**config.mk**
```make
export PLATFORM = sky130hd
export DESIGN_NAME = semver_string_validator_flat
export DESIGN_NICKNAME = d
export VERILOG_FILES = /design/src/design/svv_pkg.sv /design/src/design/svv_req_if.sv /design/src/design/svv_rsp_if.sv /design/src/design/svv_step.sv /design/src/design/semver_string_validator.sv /design/src/flat_wrapper.sv
export SDC_FILE = /design/constraint.sdc
export NUM_CORES = 1
export LEC_CHECK = 0
export ABC_CLOCK_PERIOD_IN_PS = 8550
export BUFFER_PORTS_ARGS = -buffer_cell sky130_fd_sc_hd__clkbuf_2
export CAP_MARGIN = 20
export CORE_AREA = 2 2 138 140
export CTS_BUF_LIST = sky130_fd_sc_hd__clkbuf_4 sky130_fd_sc_hd__clkbuf_8 sky130_fd_sc_hd__clkbuf_16
export DETAILED_ROUTE_END_ITERATION = 6
export DIE_AREA = 0 0 140 142
export PLACE_DENSITY_LB_ADDON = 0.15
export SYNTH_ARGS = -nofsm -noshare
export SYNTH_HDL_FRONTEND = slang
export SYNTH_SLANG_ARGS = --single-unit
```
**constraint.sdc**
```tcl
create_clock -name clock -period 8.55 [get_ports clock]
set_input_delay 0.4275 -clock clock [delete_from_list [all_inputs] [get_ports clock]]
set_output_delay 0.4275 -clock clock [all_outputs]
set_load 0.03 [all_outputs]
```
**src/design/svv_pkg.sv**
```systemverilog
`timescale 1ns / 1ps

package svv_pkg;

   // Parser phases, one-hot.
   typedef enum logic [5:0] {
      PH_MAJOR = 6'b000001,
      PH_MINOR = 6'b000010,
      PH_PATCH = 6'b000100,
      PH_PRE   = 6'b001000,
      PH_BUILD = 6'b010000,
      PH_FAIL  = 6'b100000
   } svv_phase_type;

   localparam logic [7:0] CH_NUL   = 8'h00;
   localparam logic [7:0] CH_ZERO  = 8'h30;
   localparam logic [7:0] CH_NINE  = 8'h39;
   localparam logic [7:0] CH_DOT   = 8'h2E;
   localparam logic [7:0] CH_DASH  = 8'h2D;
   localparam logic [7:0] CH_PLUS  = 8'h2B;
   localparam logic [7:0] CH_UP_A  = 8'h41;
   localparam logic [7:0] CH_UP_Z  = 8'h5A;
   localparam logic [7:0] CH_LOW_A = 8'h61;
   localparam logic [7:0] CH_LOW_Z = 8'h7A;

   typedef struct packed {
      svv_phase_type phase;
      logic [31:0]   num_accum;
      logic          num_seen_digit;
      logic          num_first_zero;
      logic [31:0]   major_hold;
      logic [31:0]   minor_hold;
      logic          ident_nonempty;
      logic          ident_longer_one;
      logic          ident_zero_lead;
      logic          ident_all_digits;
      logic          pre_seen;
   } svv_state_type;

   typedef struct packed {
      logic        is_valid;
      logic [31:0] major_num;
      logic [31:0] minor_num;
      logic [31:0] patch_num;
      logic        has_prerelease;
      logic        has_build;
   } svv_result_type;

   localparam svv_state_type SVV_STATE_RESET = '{
      phase:            PH_MAJOR,
      num_accum:        32'd0,
      num_seen_digit:   1'b0,
      num_first_zero:   1'b0,
      major_hold:       32'd0,
      minor_hold:       32'd0,
      ident_nonempty:   1'b0,
      ident_longer_one: 1'b0,
      ident_zero_lead:  1'b0,
      ident_all_digits: 1'b1,
      pre_seen:         1'b0
   };

endpackage

```
**src/design/svv_req_if.sv**
```systemverilog
`timescale 1ns / 1ps

interface svv_req_if;
   logic       valid;
   logic       ready;
   logic [7:0] char_byte;

   modport source (output valid, output char_byte, input ready);
   modport sink (input valid, input char_byte, output ready);
endinterface

```
**src/design/svv_rsp_if.sv**
```systemverilog
`timescale 1ns / 1ps

interface svv_rsp_if;
   logic        valid;
   logic        ready;
   logic        is_valid;
   logic [31:0] major_num;
   logic [31:0] minor_num;
   logic [31:0] patch_num;
   logic        has_prerelease;
   logic        has_build;

   modport source (output valid, output is_valid, output major_num, output minor_num,
                   output patch_num, output has_prerelease, output has_build, input ready);
   modport sink (input valid, input is_valid, input major_num, input minor_num,
                 input patch_num, input has_prerelease, input has_build, output ready);
endinterface

```
**src/design/svv_step.sv**
```systemverilog
`timescale 1ns / 1ps

// One parser step: folds one byte into the parse state.
module svv_step
   import svv_pkg::*;
(
   input  svv_state_type  cur_state,
   input  logic [7:0]     char_byte,
   output svv_state_type  nxt_state,
   output logic           is_end,
   output svv_result_type result
);

   svv_state_type s;
   logic          ok;
   logic          is_digit;
   logic          is_ident;
   logic          is_sep;
   logic          close_ok;
   logic [35:0]   acc_ext;
   logic [35:0]   acc_x10;

   assign is_end   = (char_byte == CH_NUL);
   assign is_digit = char_byte inside {[CH_ZERO:CH_NINE]};
   assign is_ident = is_digit || (char_byte inside {[CH_UP_A:CH_UP_Z], [CH_LOW_A:CH_LOW_Z]})
                     || (char_byte == CH_DASH);

   // Multiply by ten as two shifts and an add, plus the new digit.
   assign acc_ext = {4'b0000, cur_state.num_accum};
   assign acc_x10 = (acc_ext << 3) + (acc_ext << 1) + {32'd0, char_byte[3:0]};

   always_comb begin
      s        = cur_state;
      ok       = 1'b1;
      is_sep   = 1'b0;
      close_ok = 1'b0;

      case (cur_state.phase)
         PH_MAJOR, PH_MINOR, PH_PATCH: begin
            if (is_digit) begin
               if (!cur_state.num_seen_digit) begin
                  s.num_seen_digit = 1'b1;
                  s.num_first_zero = (char_byte == CH_ZERO);
                  s.num_accum      = {28'd0, char_byte[3:0]};
               end else if (cur_state.num_first_zero) begin
                  ok = 1'b0;
               end else if (acc_x10[35:32] != 4'd0) begin
                  ok = 1'b0;
               end else begin
                  s.num_accum = acc_x10[31:0];
               end
            end else if (!cur_state.num_seen_digit) begin
               ok = 1'b0;
            end else if (cur_state.phase == PH_PATCH) begin
               if (char_byte == CH_DASH) begin
                  s.pre_seen = 1'b1;
                  s.phase    = PH_PRE;
               end else if (char_byte == CH_PLUS) begin
                  s.phase = PH_BUILD;
               end else if (!is_end) begin
                  ok = 1'b0;
               end
            end else if (char_byte == CH_DOT) begin
               if (cur_state.phase == PH_MAJOR) begin
                  s.major_hold = cur_state.num_accum;
                  s.phase      = PH_MINOR;
               end else begin
                  s.minor_hold = cur_state.num_accum;
                  s.phase      = PH_PATCH;
               end
               s.num_accum      = 32'd0;
               s.num_seen_digit = 1'b0;
               s.num_first_zero = 1'b0;
            end else begin
               ok = 1'b0;
            end
         end
         PH_PRE, PH_BUILD: begin
            if (cur_state.phase == PH_PRE) begin
               is_sep = (char_byte == CH_DOT) || (char_byte == CH_PLUS) || is_end;
            end else begin
               is_sep = (char_byte == CH_DOT) || is_end;
            end
            if (is_sep) begin
               // The numeric no-leading-zero rule applies to pre-release only.
               close_ok = cur_state.ident_nonempty &&
                          !((cur_state.phase == PH_PRE) && cur_state.ident_all_digits &&
                            cur_state.ident_longer_one && cur_state.ident_zero_lead);
               ok = close_ok;
               s.ident_nonempty   = 1'b0;
               s.ident_longer_one = 1'b0;
               s.ident_zero_lead  = 1'b0;
               s.ident_all_digits = 1'b1;
               if (close_ok && (char_byte == CH_PLUS)) begin
                  s.phase = PH_BUILD;
               end
            end else if (is_ident) begin
               if (!cur_state.ident_nonempty) begin
                  s.ident_nonempty  = 1'b1;
                  s.ident_zero_lead = (char_byte == CH_ZERO);
               end else begin
                  s.ident_longer_one = 1'b1;
               end
               if (!is_digit) begin
                  s.ident_all_digits = 1'b0;
               end
            end else begin
               ok = 1'b0;
            end
         end
         default: begin
            ok = 1'b0;
         end
      endcase

      if (!ok) begin
         s.phase = PH_FAIL;
      end

      if (s.phase == PH_FAIL) begin
         result = '0;
      end else begin
         result.is_valid       = 1'b1;
         result.major_num      = s.major_hold;
         result.minor_num      = s.minor_hold;
         result.patch_num      = s.num_accum;
         result.has_prerelease = s.pre_seen;
         result.has_build      = (s.phase == PH_BUILD);
      end

      // The end of a string returns the parser to its starting state.
      nxt_state = is_end ? SVV_STATE_RESET : s;
   end

endmodule

```
**src/design/semver_string_validator.sv**
```systemverilog
`timescale 1ns / 1ps

// Semantic version string checker.
// The req channel carries one word per string byte; a zero byte ends the
// string. For each zero byte the rsp channel gives one word: is_valid, the
// major, minor and patch numbers and the pre-release and build flags. An
// invalid string gives all fields zero. Other bytes give no result.
// A byte is taken into an input register, then one parser step updates the
// parse state and, at a zero byte, loads the result register, which drives
// rsp_ch.valid. One byte is accepted every cycle while no result waits on a
// stalled receiver; the rate is set by the combinational multiply-by-ten
// step of the number accumulator.
// When the receiver stalls with a result waiting, req_ch.ready drops and the
// whole pipe holds; it moves again in the cycle the result is taken.
// Reset empties both registers and returns the parser to the start of a
// string; the first byte may be sent in the cycle after reset is released.
module semver_string_validator
   import svv_pkg::*;
(
   input  logic            clock,
   input  logic            reset,
   svv_req_if.sink         req_ch,
   svv_rsp_if.source       rsp_ch
);

   logic           advance;
   logic           in_valid_ff;
   logic [7:0]     in_byte_ff;
   svv_state_type  state_ff;
   svv_state_type  state_in;
   logic           step_end;
   svv_result_type step_result;
   logic           rsp_valid_ff;
   svv_result_type rsp_data_ff;

   assign advance      = !rsp_valid_ff || rsp_ch.ready;
   assign req_ch.ready = advance;

   svv_step u_step (
      .cur_state (state_ff),
      .char_byte (in_byte_ff),
      .nxt_state (state_in),
      .is_end    (step_end),
      .result    (step_result)
   );

   always_ff @(posedge clock) begin
      if (reset) begin
         in_valid_ff  <= 1'b0;
         rsp_valid_ff <= 1'b0;
         state_ff     <= SVV_STATE_RESET;
      end else if (advance) begin
         in_valid_ff  <= req_ch.valid;
         rsp_valid_ff <= in_valid_ff && step_end;
         if (in_valid_ff) begin
            state_ff <= state_in;
         end
      end
   end

   always_ff @(posedge clock) begin
      if (advance) begin
         in_byte_ff <= req_ch.char_byte;
         if (in_valid_ff && step_end) begin
            rsp_data_ff <= step_result;
         end
      end
   end

   assign rsp_ch.valid          = rsp_valid_ff;
   assign rsp_ch.is_valid       = rsp_data_ff.is_valid;
   assign rsp_ch.major_num      = rsp_data_ff.major_num;
   assign rsp_ch.minor_num      = rsp_data_ff.minor_num;
   assign rsp_ch.patch_num      = rsp_data_ff.patch_num;
   assign rsp_ch.has_prerelease = rsp_data_ff.has_prerelease;
   assign rsp_ch.has_build      = rsp_data_ff.has_build;

endmodule

```
**src/flat_wrapper.sv**
```systemverilog
// flat-port wrapper written by rule: the top's interface ports become plain ports
module semver_string_validator_flat import svv_pkg::*;
  (clock, reset, req_ch_valid, req_ch_char_byte, req_ch_ready, rsp_ch_valid, rsp_ch_is_valid, rsp_ch_major_num, rsp_ch_minor_num, rsp_ch_patch_num, rsp_ch_has_prerelease, rsp_ch_has_build, rsp_ch_ready);
  svv_req_if req_ch_i ();
  svv_rsp_if rsp_ch_i ();
  input  logic clock;
  input  logic reset;
  input wire logic [$bits(req_ch_i.valid)-1:0] req_ch_valid;
  input wire logic [$bits(req_ch_i.char_byte)-1:0] req_ch_char_byte;
  output wire logic [$bits(req_ch_i.ready)-1:0] req_ch_ready;
  output wire logic [$bits(rsp_ch_i.valid)-1:0] rsp_ch_valid;
  output wire logic [$bits(rsp_ch_i.is_valid)-1:0] rsp_ch_is_valid;
  output wire logic [$bits(rsp_ch_i.major_num)-1:0] rsp_ch_major_num;
  output wire logic [$bits(rsp_ch_i.minor_num)-1:0] rsp_ch_minor_num;
  output wire logic [$bits(rsp_ch_i.patch_num)-1:0] rsp_ch_patch_num;
  output wire logic [$bits(rsp_ch_i.has_prerelease)-1:0] rsp_ch_has_prerelease;
  output wire logic [$bits(rsp_ch_i.has_build)-1:0] rsp_ch_has_build;
  input wire logic [$bits(rsp_ch_i.ready)-1:0] rsp_ch_ready;
  assign req_ch_i.valid = req_ch_valid;
  assign req_ch_i.char_byte = req_ch_char_byte;
  assign req_ch_ready = req_ch_i.ready;
  assign rsp_ch_valid = rsp_ch_i.valid;
  assign rsp_ch_is_valid = rsp_ch_i.is_valid;
  assign rsp_ch_major_num = rsp_ch_i.major_num;
  assign rsp_ch_minor_num = rsp_ch_i.minor_num;
  assign rsp_ch_patch_num = rsp_ch_i.patch_num;
  assign rsp_ch_has_prerelease = rsp_ch_i.has_prerelease;
  assign rsp_ch_has_build = rsp_ch_i.has_build;
  assign rsp_ch_i.ready = rsp_ch_ready;
  semver_string_validator u_core (.clock(clock), .reset(reset), .req_ch(req_ch_i), .rsp_ch(rsp_ch_i));
endmodule
```
# Yosys cells after proc, flatten, opt, wreduce, memory -nomap -nowiden

Cells that the tools add are included.

$add $sub $neg: 2
Magnitude comparators: 6
Eq/ne operators: 15
Muxes and demuxes: 49
Reductions and logical operators: 36

Operator list:

| operator           | number |
|---|---|
| $mux 104           | 2 |
| $mux 98            | 2 |
| $mux 32            | 5 |
| $mux 109           | 1 |
| $mux 99            | 1 |
| $mux 64            | 1 |
| $mux 6             | 7 |
| $add 35x33->36     | 1 |
| $add 36x4->36      | 1 |
| $mux 34            | 1 |
| $eq 8x6->1 const B | 4 |
| $mux 1             | 23 |
| $ge 8x7->1 const B | 2 |
| $le 8x7->1 const B | 2 |
| $reduce_and 5->1   | 3 |
| $eq 6x5->1 const B | 2 |
| $mux 4             | 3 |
| $pmux 6 s2         | 1 |
| $reduce_bool 3->1  | 4 |
| $logic_and 1x1->1  | 9 |
| $ge 8x6->1 const B | 1 |
| $le 8x6->1 const B | 1 |
| $logic_not 8->1    | 1 |
| $reduce_and 7->1   | 1 |
| 19 further kinds   | 29 |

Flip-flop bits (word level): 218
Bits of input ports: 12
Word-level logic and storage cells: 128

# Depth between registers and ports, before layout

Gate-level depths: netlist (run 1).

Depth in word-level cells: 13
Mapped depth: 16
Depth with buffers taken out: 14

# Hierarchy

A second synthesis (run 1) with hierarchy kept.

Cell total of the unflattened synthesis: 1424
Area, all modules: 13185.1 um2

By module, submodules not included:

| module                  | instances | cells each | area each (um2) |
|---|---|---|---|
| semver_string_validator | 1         | 612        | 8055.2 |
| svv_step                | 1         | 812        | 5129.9 |

# Worst setup path before layout (run 1)

No wires, ideal clock.

Kind: reg-to-reg
From: register u_core.in_byte_ff[1]
To: register u_core.rsp_data_ff, in the netlist u_core.rsp_ch.has_build (enable)
Arrival: 3.931 ns
Required time: 8.094 ns
Path slack: 4.164 ns
Stages on the path, launching flop included: 8
Buffers on the path: 2
Cells stage by stage: edfxtp_1 -> buf_2 -> or4_1 -> or2_1 -> nor4_4 -> clkbuf_1 -> nand2_1 -> inv_1

Longest elaborated chain between the ends: 3

Ends and longest elaborated chain:

| item                              | RTL line                      | source |
|---|---|---|
| start, declared                   | semver_string_validator.sv:28 | `logic [7:0] in_byte_ff;` |
| start signal, assigned            | semver_string_validator.sv:63 | `in_byte_ff <= req_ch.char_byte;` |
| $logic_not 8->1                   | svv_step.sv:23                | `assign is_end = (char_byte == CH_NUL);` |
| $logic_and 1x1->1                 | semver_string_validator.sv:64 | `if (in_valid_ff && step_end) begin` |
| $reduce_and 2->1 (no source line) | n/a                           |  |
| end signal, assigned              | semver_string_validator.sv:65 | `rsp_data_ff <= step_result;` |
| end, declared                     | semver_string_validator.sv:34 | `svv_result_type rsp_data_ff;` |

No other way between the ends.
A chain may end at the register's enable or synchronous reset.

# Worst setup path in the final report (run 1)

From: register u_core.state_ff[71] in the netlist's numbering
To: register u_core.rsp_data_ff, in the netlist u_core.rsp_ch.patch_num[2] (data pin)

Longest elaborated chain between the ends: 10
Elaborated cells on any way between the ends: 15

Ends and longest elaborated chain:

| item                   | RTL line                      | source |
|---|---|---|
| start, declared        | semver_string_validator.sv:29 | `svv_state_type state_ff;` |
| start signal, assigned | semver_string_validator.sv:56 | `state_ff <= state_in;` |
| $add 35x33->36 *       | svv_step.sv:30                | `assign acc_x10 = (acc_ext << 3) + (acc_ext << 1) + {32'd0, char_byte[3:0]};` |
| $add 36x4->36 *        | svv_step.sv:30                |  |
| $reduce_bool 4->1      | svv_step.sv:47                | `end else if (acc_x10[35:32] != 4'd0) begin` |
| $mux 1                 | svv_step.sv:47                |  |
| $mux 1                 | svv_step.sv:45                | `end else if (cur_state.num_first_zero) begin` |
| $mux 1                 | svv_step.sv:41                | `if (!cur_state.num_seen_digit) begin` |
| $mux 1                 | svv_step.sv:40                | `if (is_digit) begin` |
| $pmux 1 s2             | svv_step.sv:38                | `case (cur_state.phase)` |
| $mux 6                 | svv_step.sv:116               | `if (!ok) begin` |
| $eq 6x6->1             | svv_step.sv:120               | `if (s.phase == PH_FAIL) begin` |

Mark *: on every way between the ends. The rest lies on a longest branch, timed or not. The select of a mux whose other input is x is not followed.

==> results of run 1 <==
[where the power goes]
| group | leakage, nW | internal (W) | total [W] | switching (W) |
|---|---|---|---|---|
| clock | 0.435 | 0.000686 | 0.00110 | 0.000414 |
| sequential | 2.06 | 0.00109 | 0.00110 | 0.00000570 |
| combinational | 2.67 | 0.0000103 | 0.0000452 | 0.0000349 |
| total | 5.17 | 0.00179 | 0.00224 | 0.000454 |
[flip-flops by register name, indices dropped and copies added (netlist names)]
| name | count |
|---|---|
| u_core.state_ff | 109 |
| u_core.rsp_ch.major_num | 32 |
| u_core.in_byte_ff | 8 |
| u_core.rsp_ch.is_valid | 1 |
| u_core.in_valid_ff | 1 |
| u_core.rsp_ch.patch_num | 32 |
| u_core.rsp_ch.has_prerelease | 1 |
| u_core.rsp_ch.minor_num | 32 |
| u_core.rsp_ch.valid | 1 |
| u_core.rsp_ch.has_build | 1 |
[cell usage in the layout (no fill, tap or decap), types with 21 or more instances in the layout]
| cell type | instances |
|---|---|
| o31ai_1 | 25 |
| nand2_1 | 202 |
| a22oi_1 | 66 |
| o21ai_0 | 40 |
| o32a_1 | 21 |
| clkbuf_2 | 112 |
| nor2_1 | 131 |
| edfxtp_1 | 107 |
| a21oi_1 | 108 |
| a31o_2 | 24 |
| inv_1 | 24 |
| nand3_1 | 21 |
| dfxtp_1 | 111 |
| ha_1 | 63 |
| clkbuf_16 | 25 |
[worst paths after layout]
path	end	slack (ns)	depth (start not counted)
hold / removal	u_core.in_byte_ff[7]	0.09	1
setup reg to reg	u_core.rsp_ch.patch_num[2]	3.52	14
setup / recovery	u_core.rsp_ch.patch_num[2]	3.52	14
hold reg to reg	u_core.state_ff[3]	0.48	1
[stage by stage]
| stage | cell area [sq um] | cells | hold slack (ns) | total power (W) |
|---|---|---|---|---|
| after global routing | 13280 | 1582 | 0.07864 | 0.002295 |
| after detailed placement | 12390 | 1536 | 0.4513 | 0.001162 |
| after global placement | 12380 | 1535 | 0.4463 | 0.001162 |
| final | 13280 | 1582 | 0.08713 | 0.002241 |
| after floorplan | 11790 | 1258 | 0.4334 | 0.001149 |
| after CTS | 13260 | 1580 | 0.07758 | 0.002252 |
[cell families after synthesis]
group,synth area share (%)
buffers and inverters,4.413
multiplexers,0.1698
XOR/XNOR,2.228
AND/OR/NAND/NOR,16.19
AO/OA/AOI/OAI,23.89
adder cells (fa/ha/maj),7.023
flip-flops,46.09
[final cells by class]
cell class | count | share of cell area [%]
Multi-Input combinational cell | 928 | 44.15
Sequential cell | 218 | 40.92
Clock buffer | 34 | 5.502
Timing Repair Buffer | 132 | 5.436
Tap cell | 234 | 2.204
Clock inverter | 10 | 1.008
Inverter | 26 | 0.7725
[layer usage]
layer	track usage, %	routed length [um]	up-vias
met5	0	0	-
met4	10.05	739	0
met3	6.326	3297	69
met2	53.41	15270	501
met1	44.12	13500	4916
li1	-	-	4818
[worst max-delay path, delay by kind of cell (launching register included)]
kind,cells,cell delay (ns)
AOI/OAI and AO/OA,5,1.46
and+or+nand+nor,4,1.07
DFF,1,0.48
buffers and inverters,3,0.88
adders and majority gates,2,0.84
==> metrics.cfg, run 1 <==
[routing]
wl_mm=32.81
drc=17
wl_per_cell_um=20.74
first_pass_iters=7
vias_per_cell=6.513
vias=10300
drtIter0Drc=877
final_antenna_net_count=0

[sta]
fmax_mhz=198.9
maxSlewHeadroom_pct=37.51
min_period_ns=5.027
finalSetupTns_ns=0
hold_viol_final=0
finClkSkew_ns=0.01124
period_share_pct=58.79
fin_ws_ns=3.523
worst_pin_slew_ns=0.9323
slew_violations=0
setup_viol=0
rsz0062_at_grt=no

[run]
drv_cap=0

[grt]
antenna_found_initial=0
grt_pass1_vias=9815
grt_first_pass_wirelength_mm=51.81
overflow=0
grtUsageTotal_pct=32.53
grt_max_degree=78

[logic_synthesis]
syn_nets=1335
ys_seq_area_share_pct=46.09
yosys-top-cells-count=202 x nand2_1, 134 x nor2_1, 111 x dfxtp_1
ys.flop_type=dfxtp_1
synth-edff-count=107
postSynthCellCount=1258
ys_ff_latch=218
yosysMostFrequentCell=nand2_1
synth_area_sq_um=11790
yosys.area.top_type=edfxtp_1
yosysTopAreaCellShare_pct=27.24
ys_top_cells_by_area=edfxtp_1 27%, dfxtp_1 19%, ha_1 6.7%, nand2_1 6.4%, a21oi_1 4.6%
syn_avg_cell_area_sq_um=9.375
yosys_warnings=0
synthArstFlopShare_pct=0
synth_cell_type_count=75

[layout]
layout-drive-gt1-share_pct=17.95
n_antenna_cell=0
multiInputGateArea_sq_um=5864
nNetsFinal=1407
regArea_sq_um=5435
fill_cells=1424
final_util_pct=71.97
area_growth_pct=12.61

[run_status]
status=finished with violations
violations=DRC

[worst_setup_path]
end_kind=register
required_ns=8.78
worst_path_most_repeated_cell=inv_1
crit_fanout=56
critPathLaunch=u_core.state_ff[71]
slowest_delay_ns=0.68
path_class=register to register
slowest_stage=buf_4
critPathLaunchType=register
path_cells=inv_1 -> fa_1 -> inv_1 -> ha_1 -> a211oi_1 -> o21ai_0 -> a2111oi_0 -> a2bb2oi_1 -> nand3_1 -> o211a_1 -> and4_4 -> nor2_4 -> buf_4 -> nor2_1
critPathArrivalTime_ns=5.26
r2r_start=u_core.state_ff[71]

[die]
pin_count=113
die_w_um=140
fp.dieH_um=142
dieArea_sq_um=19880
start_util_pct=63.91
rows=50
coreArea_sq_um=18460

[cts]
clk_pin_slew_ns=0.06
ctsLongestPathBuffers=3
cts_setup_buffers=0
cts_buffers=24
cts_tree=built
htreeDepth=1
clkSinkCount=218
clk_latency_ns=0.52
cts_root_buf=clkbuf_16
ctsHoldBuffers=0
cts.repair.resized=0

[power_and_ir_drop]
peakVddDrop_mv=0.1809
powerDensity_nw_per_um2=168.7
leakagePower_nw=5.165

[place]
place_ws_ns=3.543
dp_hpwl_mm=21.61
place.gp.congestion=0.9583
port_buffers=112

[min_path]
min_from=req_ch_char_byte[7]
holdCritPathClass=input pin to register

(Power assumes the default switching activity.)
==> inputs of run 2 (changes only) <==
- ABC_CLOCK_PERIOD_IN_PS: 8550 -> 4350
- CORE_AREA: 2 2 138 140 -> 2 2 151 153
- DIE_AREA: 0 0 140 142 -> 0 0 153 155
- clock period: 8.55 -> 4.35 ns (I/O delays scaled with it)
==> run 2 against run 1 <==
  * The run now ends clean
  * Register-to-register slack worse by 3.3 ns
  * Critical path type unchanged
  * Via count up 0.75%
  * Combinational power up 130%
  * Count of clock-buffer cells in the layout down 2
  * Sequential cell count unchanged
  * Die area up 19%
  * Non-clock buffer count up 34
  * Largest cell class unchanged
  * Sequential share of layout area down 0.88 points
  * Core utilization down 11 points
  * Clock power up 85%
  * Final area up 2.3%
==> metrics.cfg, run 2 (same netlist as run 1, synthesis figures left out) <==
[worst_setup_path]
r2r-end=u_core.rsp_ch.major_num[25]
path_class=register to register
critPathArrivalTime_ns=4.34
r2r_start=u_core.state_ff[71]
reg2reg_setup_slack_ns=0.27
required_ns=4.61
critPathLaunchType=register
worstRegToRegCells=16
crit_fanout=32
end_kind=register

[sta]
min_period_ns=4.082
slew_violations=0
rsz0062_at_grt=no
worst_pin_slew_ns=0.8919
setup_viol=0
hold_slack_ns=0.3398
hold_viol_final=0
maxSlewHeadroom_pct=40.54
fmax_mhz=245.0
finalSetupTns_ns=0
finClkSkew_ns=0.01626
period_share_pct=93.83

[run]
drv_cap=0

[min_path]
hold_depth=5
min_from=reset
holdCritPathClass=input pin to register
whs_endpoint=u_core.state_ff[103]

[place]
place.gp.congestion=0.9620
port_buffers=112
dp_hpwl_mm=22.49
dp_cells=1614

[layout]
nNetsFinal=1441
regMostFlops=u_core.state_ff
layout_commonest_cell=nand2_1
instances_no_fill=1667
n_antenna_cell=0
largest_register_ffs=109
final_cell_mix=202 x nand2_1, 132 x nor2_1, 112 x clkbuf_2, 108 x a21oi_1
area_growth_pct=15.18
layout-drive-gt1-share_pct=19.32

[routing]
wl_per_cell_um=20.15
wl_mm=33.60
vias_per_cell=6.227
final_antenna_net_count=0
drc=0
drtIter0Drc=1073
first_pass_iters=7
vias=10380

[grt]
grtUsageTotal_pct=28.03
overflow=0
grt_pass1_vias=9848
antenna_found_initial=0
grt_max_degree=80
grt_first_pass_wirelength_mm=53.90

[run_status]
status=finished, final reports clean

[cts]
htreeDepth=1
cts_buffers=24
ctsLongestPathBuffers=3
clk_latency_ns=0.52
cts_root_buf=clkbuf_16
clkSinkCount=218
cts_setup_buffers=0
clk_pin_slew_ns=0.06
cts_tree=built

[power_and_ir_drop]
peakVddDrop_mv=0.2482
leakagePower_nw=5.308
powerDensity_nw_per_um2=315.5

[die]
start_util_pct=53.06
coreArea_sq_um=22230
die_w_um=153
fp.dieH_um=155
rows=55
pin_count=113
dieArea_sq_um=23720

run 2: worst max-delay path by stage:
| stage | to | startpoint | slack (ns) |
|---|---|---|---|
| floorplan | u_core.rsp_ch.patch_num[22] | u_core.state_ff[71] | 0.49 |
| global placement | u_core.rsp_ch.major_num[3] | u_core.state_ff[96] | 0.34 |
| detailed placement | u_core.rsp_ch.major_num[25] | u_core.state_ff[96] | 0.28 |
| CTS | u_core.rsp_ch.major_num[25] | u_core.state_ff[96] | 0.25 |
| global route | u_core.rsp_ch.major_num[25] | u_core.state_ff[86] | 0.003 |
| finish | u_core.rsp_ch.major_num[25] | u_core.state_ff[71] | 0.27 |
run 2: area by class of cell:
| class | instances | area, sq um |
|---|---|---|
| clock buffers | 32 | 703.2 |
| clock inverters | 12 | 93.84 |
| fillers | 1928 | 8643 |
| inverters | 26 | 103.9 |
| multi-input cells | 928 | 5861 |
| flip-flops and latches | 218 | 5440 |
| well taps | 285 | 356.6 |
| repair buffers | 166 | 1026 |
run 2: layer usage:
metal	up-vias	global-route usage, %	share of wire (%)
met2	467	45.51	46
met3	61	3.370	8.7
li1	4895	-	-
met5	-	0	0
met1	4958	40.28	43
met4	0	6.922	2.0
run 2: repair_timing:
item                                    CTS  global route
gates resized for setup                   0             4
endpoints found under the setup margin    0            15
hold buffers                              9             0
endpoints found under the hold margin     9             0
run 2: power breakdown:
part	total (W)	switching (W)	internal [W]	leakage (nW)
Sequential	0.00215	0.00000848	0.00214	2.07
Clock	0.00203	0.000835	0.00120	0.394
Combinational	0.000105	0.0000744	0.0000309	2.84
run 2: stage by stage:
stage          setup WS, ns  instance area, sq um  util (%)  power (W)
2_1_floorplan        0.4930                 11800         -   0.002259
3_3_place_gp         0.3355                 12690     57.10   0.002291
3_5_place_dp         0.2839                 12690     57.10   0.002291
4_1_cts              0.2518                 13580     61.09   0.004306
5_1_grt            0.003032                 13580     61.11   0.004396
6_report             0.2685                 13580     61.11   0.004285
run 2: worst max-delay path, stage by stage (launching register included):
cell	delay, ns
dfxtp_1	0.34
inv_1	0.07
fa_1	0.54
inv_1	0.07
ha_1	0.31
a211oi_1	0.38
o211ai_1	0.18
nand4_1	0.17
a21boi_0	0.13
o311ai_0	0.33
o41ai_1	0.16
buf_4	0.20
and4_4	0.20
nor2_4	0.20
buf_12	0.23
buf_4	0.24
a21oi_1	0.07
